===== src/hw/rtl/tmqt_ram.sv =====
// generic single write port ram with registered read
module tmqt_ram #(
    parameter int W = 8,
    parameter int D = 16
) (
    input  logic                 i_clk,
    input  logic                 i_we,
    input  logic [$clog2(D)-1:0] i_waddr,
    input  logic [W-1:0]         i_wdata,
    input  logic [$clog2(D)-1:0] i_raddr,
    output logic [W-1:0]         o_rdata
);
    logic [W-1:0] r_mem [D];
    logic [W-1:0] r_rdata;

    // write and registered read
    always_ff @(posedge i_clk) begin
        if (i_we) begin
            r_mem[i_waddr] <= i_wdata;
        end
        r_rdata <= r_mem[i_raddr];
    end

    assign o_rdata = r_rdata;
endmodule


===== config.mk =====
export PLATFORM = sky130hd
export DESIGN_NAME = tmqt_ram
export DESIGN_NICKNAME = d
export VERILOG_FILES = /design/src/hw/rtl/tmqt_ram.sv
export SDC_FILE = /design/constraint.sdc
export NUM_CORES = 1
export LEC_CHECK = 0
export ABC_AREA = 1
export BUFFER_PORTS_ARGS = -buffer_cell sky130_fd_sc_hd__clkbuf_2
export CAP_MARGIN = 40
export CORE_MARGIN = 5
export CORE_UTILIZATION = 61
export CTS_CLUSTER_DIAMETER = 100
export DETAILED_ROUTE_END_ITERATION = 7
export PLACE_DENSITY = 0.79
export RECOVER_POWER = 25
export SLEW_MARGIN = 25
export SYNTH_ARGS = -nofsm -noshare
export SYNTH_HDL_FRONTEND = slang
export SYNTH_SLANG_ARGS = --single-unit

===== constraint.sdc =====
create_clock -name i_clk -period 1.5 [get_ports i_clk]
set_input_delay 0.15 -clock i_clk [delete_from_list [all_inputs] [get_ports i_clk]]
set_output_delay 0.15 -clock i_clk [all_outputs]
set_load 0.02 [all_outputs]

== Word level (Yosys, flattened, before mapping) ==
Memory sizes are Yosys's and may differ from the RTL's. A register that Yosys moved wholly into a read port is not among the register bits.
Index checks and enable logic that the tools add are counted.
Cells by class
  multiplexer cells: 2
Operator list (number)
  1-bit two-way mux: 2
Storage, ports and cells
  bits in registers: 0
  memory bits (writable): 128
  input bits: 18
  output and inout port bits: 8
  logic and storage cells: 3
  memories kept: 1
Memories
  r_mem: depth 16, width 8, read ports 1, clocked after Yosys merged registers in 1, wr ports 1, line 13  | logic [W-1:0] r_mem [D];

== Logic depth before layout (Yosys ltp) ==
Gate-level depths: netlist of run 1.
  word-level depth: 2
  mapped depth: 8
  depth with buffers taken out: 7

== Least setup slack after synthesis of run 1 ==
Ideal clock, no wire load.
  path type: in2reg
  start point: in i_waddr[2]
  end point: mem r_mem[10][0] (enable)
  data arrival time: 0.731 ns
  data required time: 1.130 ns
  setup slack: 0.399 ns
  cell stages on the path: 2
  cells stage by stage: nand3b_1 -> nor2_1
RTL lines
  from (decl): line 8  | input logic [$clog2(D)-1:0] i_waddr,
  to (decl): line 13
Straight into the memory's write port.

== Final worst setup path of run 1 ==
  start point: reg r_rdata[2] (netlist: o_rdata[2]), read port of r_mem
  end point: out o_rdata[2]
RTL lines
  from (decl): line 14  | logic [W-1:0] r_rdata;
  to (decl): line 11  | output logic [W-1:0] o_rdata
No word-level cell between the ends.

==> qor.csv, run 1 <==
stage;metric;value;unit
critical_path;path_cells;clkbuf_2;
timing;fmax;0.807;GHz
placement;numPortBuffers;25;
clock_tree;clkSinkCount;136;
critical_path;worst-setup-path-type;reg -> out;
placement;hpwlAfterDp;7.81;mm
route;vias_per_cell;5.43;
cells_and_area;layout_commonest_cell;nand2_1;
clock_tree;numCtsBuffers;17;
flow_run;maxCapViolCount;0;
global_routing;antenna_found_initial;0;
hold_path;hp-start;i_raddr[3];
critical_path;r2r_start;r_mem[5][6];
clock_tree;cts_hold_buf;0;
clock_tree;cts_resized;0;
floorplan;die_h;107;um
pwr;finalPower;8.57;mW
route;drt_iter0_drc;356;
route;wire_per_inst;17.1;um
yosys;synth.distinct_cells;12;
cells_and_area;mostFrequentLayoutCells;nand2_1 (173), edfxtp_1 (128), inv_1 (100);
global_routing;grt_pass1_wl;20.2;mm
timing;finalMaxSlewViolations;0;
floorplan;core.rowCount;35;
clock_tree;postCtsSetupRepairBufs;0;
placement;routabilityCongestion;0.898;
timing;setup_viol_count_final;0;
critical_path;start_kind;flip-flop;
global_routing;gr-usage-all-layers;23.8;%
clock_tree;clk-insertion-delay-late;510;ps
critical_path;required;1350;ps
floorplan;start_util;62.4;%
clock_tree;cts_tree;built;
critical_path;rr_worst_depth;6;
route;dr.pass1.iters;5;
yosys;synth_nets;569;
floorplan;die-area;11500;um2
critical_path;cp_data_arrival_time;1090;ps
hold_path;worstHoldPathType;in -> reg;
route;vias;4005;
clock_tree;clockBufferDepth;2;
cells_and_area;fin_nets;613;
critical_path;crit_family;flip-flops;
pwr;max-vdd-ir-drop;0.000915;V
yosys;ys_warn_count;0;
timing;finalHoldViolCount;0;
hold_path;hold_depth;3;
status;status;completed;
yosys;synth_seq_area_share;69.4;%
hold_path;min_to;o_rdata[0];
yosys;netlist_area;5770;um2
clock_tree;htree_levels;4;
timing;period_share;82.6;%
timing;fin_tns_setup;0;ps
timing;max_slew_margin;44.1;%
critical_path;worst_setup_path_end_kind;primary output;
floorplan;coreArea;9240;um2
route;routed_wl;12.6;mm
critical_path;cp-startpoint;o_rdata[2];
yosys;avgSynthCellArea;10.5;um2
critical_path;cp_slowest_cell;dfxtp_1;
route;drcViolationCount;0;
cells_and_area;layout-drive-gt1-share;12.5;%
global_routing;grt-ovfl-total;0;
critical_path;reg2reg_setup_slack;450;ps
timing;tightest_slew;839;ps
timing;rsz0062_at_grt;false;
critical_path;slowest_delay;380;ps
critical_path;worstReg2RegEnd;o_rdata[6];
pwr;pwr_density_cell;1290;nW/um2
yosys;synth_cells;551;
timing;fin_skew;6.64;ps
route;detail-route-antenna-nets;0;
global_routing;grt_max_degree;65;
floorplan;io_pins;26;
floorplan;die_w;107;um
global_routing;grt_pass1_vias;4029;
cells_and_area;area_delta_synth_final;15.0;%
cells_and_area;diodes;0;
clock_tree;clk_transition_reported_paths;60;ps
pwr;leakage;2.88;nW
critical_path;path_buf_inv;1;
clock_tree;clockRootBuffer;clkbuf_8;
critical_path;crit_fanout;1;
timing;min_period;1240;ps
yosys;synth_seq_cells;136;
-- final cells by class --
cell class,count,area [um2]
clock buffer,18,418
multi-input combinational,289,1210
tap,129,161
sequential,136,4000
inverter,102,383
fill,625,2610
timing repair buffer,49,324
clock inverter,14,126
-- sequential cells by signal (all words and copies together) (netlist names) --
| register | flops |
|---|---|
| r_mem | 128 |
| o_rdata | 8 |
-- stage by stage --
stage	instance area, um2	hold slack, ps	cells	util [%]	setup slack [ps]
after CTS	6640	12.8	737	71.8	233
after floorplan	5770	249	551	-	399
after global routing	6630	33.8	737	71.8	241
after global placement	6090	559	705	65.9	268
final	6630	33.2	737	71.8	262
after detailed placement	6090	550	705	65.9	234
-- report_power, final --
group          internal, mW  switching (mW)
combinational         0.158           0.387
sequential             4.25          0.0302
clock                  2.20            1.54
-- routing by layer --
layer	global-route usage, %	wire (um)
met2	37.9	6180
met4	11.6	526
met5	0	0
met3	5.48	993
met1	30.8	4870
-- worst max-delay path by stage --
stage | endpoint | slack [ps] | cells after the start
4_1_cts | o_rdata[2] | 230 | 1
5_1_grt | o_rdata[2] | 240 | 1
2_1_floorplan | r_mem[10][0] | 400 | 2
6_report | o_rdata[2] | 260 | 1
3_5_place_dp | r_mem[5][5] | 230 | 4
3_3_place_gp | o_rdata[5] | 270 | 8
-- synthesized netlist by cell type --
library cell	n	area, um2
nand2_1	173	649
edfxtp_1	128	3840
inv_1	100	375
nand3_1	97	485
nor2_1	17	63.8
buf_2	13	65.1
dfxtp_1	8	160
buf_6	6	67.6
buf_4	4	30.0
inv_2	2	7.51
nand3b_1	2	15.0
buf_1	1	3.75
-- cells by family after synthesis --
group         synth area share (%)
buf+inv                       9.52
simple gates                  21.0
flops                         69.4
Power figures use the tool's default switching activity.
==> run 2, diff against run 1 <==
clock period = 1.17 ns   (was 1.5 ns; I/O delays follow)
==> qor.csv, run 2 (same netlist as run 1, synthesis figures left out) <==
stage;metric;value;unit
pwr;leakage;2.95;nW
timing;whs;41.1;ps
critical_path;cp_data_arrival_time;1010;ps
cells_and_area;instances_no_fill;740;
hold_path;worstHoldPathType;in -> reg;
critical_path;cp_slowest_cell;dfxtp_1;
route;drt_iter0_drc;340;
clock_tree;cts_tree;built;
route;routed_wl;13.0;mm
clock_tree;clkSinkCount;136;
timing;finalMaxSlewViolations;0;
timing;max_slew_margin;43.0;%
critical_path;reg2reg_setup_slack;110;ps
clock_tree;clk-insertion-delay-late;520;ps
route;vias_per_cell;5.38;
clock_tree;htree_levels;4;
timing;period_share;96.1;%
placement;routabilityCongestion;0.868;
timing;finalHoldViolCount;0;
pwr;pwr_density_cell;1690;nW/um2
floorplan;core.rowCount;35;
cells_and_area;layout-drive-gt1-share;12.6;%
timing;fin_skew;8.06;ps
global_routing;gr-usage-all-layers;24.6;%
critical_path;required;1050;ps
cells_and_area;largest-register;r_mem;
hold_path;hp-start;i_raddr[2];
critical_path;crit_family;flip-flops;
critical_path;crit_fanout;1;
global_routing;antenna_found_initial;0;
pwr;power_frac_clock;45.3;%
route;detail-route-antenna-nets;0;
cells_and_area;largest_reg_flops;128;
cells_and_area;multiInputGateArea;1220;um2
floorplan;die-area;11500;um2
timing;fmax;0.889;GHz
pwr;switching_share;21.7;%
critical_path;worst-setup-path-type;reg -> out;
pwr;pwr-share-comb;6.4;%
cells_and_area;area_delta_synth_final;16.6;%
pwr;intPower;8.90;mW
route;drcViolationCount;0;
critical_path;path_buf_inv;1;
placement;hpwlAfterDp;7.70;mm
cells_and_area;diodes;0;
cells_and_area;fin_nets;616;
cells_and_area;layout_commonest_cell;nand2_1;
critical_path;r2r_start;r_mem[7][4];
route;vias;3982;
clock_tree;clockRootBuffer;clkbuf_8;
route;wire_per_inst;17.6;um
critical_path;start_kind;flip-flop;
critical_path;path_cells;clkbuf_2;
clock_tree;postCtsSetupRepairBufs;0;
floorplan;die_w;107;um
cells_and_area;seq_area;4010;um2
floorplan;coreArea;9240;um2
timing;rsz0062_at_grt;false;
pwr;max-vdd-ir-drop;0.00141;V
global_routing;grt_pass1_wl;20.8;mm
timing;min_period;1120;ps
flow_run;maxCapViolCount;0;
timing;setup_viol_count_final;0;
placement;placed_cells;707;
cells_and_area;n_fill_cell;586;
clock_tree;numCtsBuffers;17;
global_routing;grt-ovfl-total;0;
floorplan;io_pins;26;
floorplan;start_util;62.4;%
pwr;p_sw;2.47;mW
floorplan;die_h;107;um
cells_and_area;mostFrequentLayoutCells;nand2_1 (173), edfxtp_1 (128), inv_1 (100);
pwr;seq_power_share;48.3;%
placement;numPortBuffers;25;
global_routing;grt_pass1_vias;3987;
status;status;completed;
critical_path;worst_setup_path_end_kind;primary output;
global_routing;grt_max_degree;65;
critical_path;slowest_delay;330;ps
clock_tree;clockBufferDepth;2;
clock_tree;clk_transition_reported_paths;60;ps
critical_path;cp-startpoint;o_rdata[0];
route;dr.pass1.iters;5;
timing;tightest_slew;855;ps
run 2: changes by cell type in the layout (fill, tap and decap cells not counted), moves of 2 or more:
| cell | delta |
|---|---|
| bufinv_16 | +2 |
| clkinvlp_4 | -6 |
| clkbuf_2 | -2 |
| buf_12 | +2 |
| clkinv_1 | +2 |
run 2: cell type report:
cell class | instances | share of cell area [%]
multi-input combinational | 289 | 18.1
clock buffer | 19 | 6.27
sequential | 136 | 59.5
tap | 129 | 2.40
inverter | 102 | 5.69
timing repair buffer | 52 | 5.69
clock inverter | 13 | 2.29
run 2: worst paths after layout:
| path | end | cells after the start |
|---|---|---|
| max | o_rdata[0] | 1 |
| max reg2reg | o_rdata[4] | 6 |
| min reg2reg | o_rdata[6] | 6 |
| min | o_rdata[6] | 4 |
run 2: power by group through the flow:
stage               sequential, mW  clock, mW  combinational [mW]
floorplan                     5.61          0               0.384
global placement              5.58          0               0.686
detailed placement            5.58          0               0.707
CTS                           5.49       5.20               0.729
global route                  5.49       5.42               0.806
finish                        5.48       5.15               0.731
run 2: through the flow:
step / utilization, % / setup TNS [ps] / power [mW] / setup WS (ps) / instance area [um2]
4_1_cts: 72.8 / 0 / 11.4 / 11.5 / 6730
2_1_floorplan: - / 0 / 6.00 / 102 / 5770
5_1_grt: 72.8 / 0 / 11.7 / 1.91 / 6730
6_report: 72.8 / 0 / 11.4 / 45.7 / 6730
3_5_place_dp: 66.4 / -3.12 / 6.29 / -3.12 / 6130
3_3_place_gp: 66.4 / 0 / 6.27 / 8.28 / 6130
run 2: routing by layer:
layer  GRT usage [%]  part of all wire, %
met1            30.3                   39
met2            41.7                   51
met3            4.88                  6.9
met4            11.9                  3.2
met5               0                    0
run 2: what timing repair did:
action                     CTS  global route
hold buffers                 1             0
resized for setup            3             2
hold endpoints to repair     7             0
setup endpoints to repair    1             2
run 2: tightest hold or removal path, delay by kind of cell:
kind	cells	cell delay, ps
and+or+nand+nor	3	240
buffers and inverters	1	160
==> run 3, diff against run 2 <==
PLACE_DENSITY = 0.88   (was 0.79)
==> qor.csv, run 3 (same netlist as run 1, synthesis figures left out) <==
stage;metric;value;unit
status;status;completed;
floorplan;coreArea;9240;um2
route;vias_per_cell;5.79;
timing;period_share;98.6;%
placement;numPortBuffers;25;
critical_path;crit_family;flip-flops;
cells_and_area;diodes;0;
cells_and_area;fin_nets;617;
floorplan;die_w;107;um
route;dr.pass1.iters;6;
clock_tree;clk_transition_reported_paths;60;ps
timing;fmax;0.866;GHz
critical_path;slowest_delay;360;ps
route;vias;4289;
critical_path;required;1050;ps
critical_path;crit_fanout;1;
critical_path;worst-setup-path-type;reg -> out;
clock_tree;cts_tree;built;
clock_tree;clockBufferDepth;2;
floorplan;core.rowCount;35;
cells_and_area;n_fill_cell;561;
critical_path;cp_data_arrival_time;1040;ps
placement;routabilityCongestion;0.940;
placement;placed_cells;709;
critical_path;crit_cells;1;
global_routing;grt_max_degree;33;
timing;fin_skew;8.69;ps
clock_tree;postCtsSetupRepairBufs;0;
timing;rsz0062_at_grt;true;
route;drcViolationCount;0;
clock_tree;htree_levels;4;
placement;post-place-ws;-4.17;ps
cells_and_area;area_delta_synth_final;19.5;%
timing;min_period;1150;ps
global_routing;grt_pass1_wl;22.1;mm
critical_path;cp_slowest_cell;dfxtp_1;
clock_tree;clk-insertion-delay-late;520;ps
timing;finalMaxSlewViolations;0;
cells_and_area;instances_no_fill;741;
global_routing;gr-usage-all-layers;26.2;%
critical_path;reg2reg_setup_slack;40;ps
route;detail-route-antenna-nets;0;
floorplan;io_pins;26;
timing;finalHoldViolCount;0;
timing;setup_viol_count_final;0;
hold_path;worstHoldPathType;in -> reg;
cells_and_area;seq_area;4010;um2
cells_and_area;largest_reg_flops;128;
cells_and_area;largest-register;r_mem;
hold_path;hp-start;i_raddr[3];
floorplan;start_util;62.4;%
route;drt_iter0_drc;583;
global_routing;grt_pass1_vias;4263;
critical_path;worstReg2RegEnd;o_rdata[6];
placement;hpwlAfterDp;8.23;mm
cells_and_area;layout_commonest_cell;nand2_1;
route;wire_per_inst;19.3;um
critical_path;r2r_start;r_mem[5][6];
pwr;pwr_density_cell;1780;nW/um2
pwr;leakage;3.01;nW
global_routing;grt-ovfl-total;0;
critical_path;path_cells;clkbuf_8;
timing;fin_ws;15.9;ps
clock_tree;numCtsBuffers;17;
critical_path;start_kind;flip-flop;
floorplan;die-area;11500;um2
route;routed_wl;14.3;mm
flow_run;maxCapViolCount;0;
hold_path;hold_depth;4;
pwr;finalPower;12.3;mW
cells_and_area;mostFrequentLayoutCells;nand2_1 (173), edfxtp_1 (128), inv_1 (100);
cells_and_area;multiInputGateArea;1210;um2
cells_and_area;layout-drive-gt1-share;13.6;%
global_routing;antenna_found_initial;0;
critical_path;rr_worst_depth;6;
pwr;max-vdd-ir-drop;0.00125;V
timing;fin_tns_setup;0;ps
clock_tree;clockRootBuffer;clkbuf_8;
critical_path;path_buf_inv;1;
hold_path;min_to;o_rdata[0];
critical_path;worst_setup_path_end_kind;primary output;
timing;max_slew_margin;37.8;%
timing;tightest_slew;934;ps
clock_tree;cts_hold_buf;0;
clock_tree;clkSinkCount;136;
floorplan;die_h;107;um
==> run 3: how the worst max path moves through the flow <==
stage | startpoint | slack [ps] | end
2_1_floorplan | i_waddr[3] | 100 | r_mem[4][0]
3_3_place_gp | i_waddr[2] | 60 | r_mem[8][7]
3_5_place_dp | i_raddr[0] | -4 | o_rdata[6]
4_1_cts | o_rdata[2] | 3 | o_rdata[2]
5_1_grt | o_rdata[1] | -4 | o_rdata[1]
6_report | o_rdata[2] | 20 | o_rdata[2]
==> run 3: where the power goes <==
part / switching (mW) / internal, mW / total (mW)
clock: 1.97 / 4.02 / 5.99
sequential: 0.0497 / 5.45 / 5.50
combinational: 0.535 / 0.259 / 0.794
==> run 3: layout make-up <==
type / count / share of cell area [%]
clock buffers: 21 / 6.52
well taps: 129 / 2.34
inverters: 102 / 5.56
flip-flops and latches: 136 / 58.2
multi-input cells: 289 / 17.6
repair buffers: 53 / 6.57
clock inverters: 11 / 3.18
==> run 3: per-layer routing <==
metal	routed length, um	GRT usage (%)
met3	1330	6.38
met2	7150	44.5
met5	0	0
met1	5200	31.6
met4	633	12.0
==> run 3: worst register-to-register path, cell delays in order (launching register included) <==
cell,delay (ps)
edfxtp_1,380
inv_1,130
nand2_1,110
nand3_1,130
nand3_1,90
nand3_1,100
nand2_1,70
==> run 3: metrics by stage <==
stage	instance area [um2]	util, %	hold WS [ps]
after floorplan	5770	-	216
after global placement	6180	66.9	534
after detailed placement	6180	66.9	534
after CTS	6890	74.6	46.9
after global routing	6890	74.6	63.3
final	6890	74.6	49.0
==> run 3: repair_timing <==
| item | in CTS | in global routing |
|---|---|---|
| endpoints found under the setup margin | 5 | 3 |
| gates resized for setup | 12 | 3 |
| pin swaps | 0 | 0 |
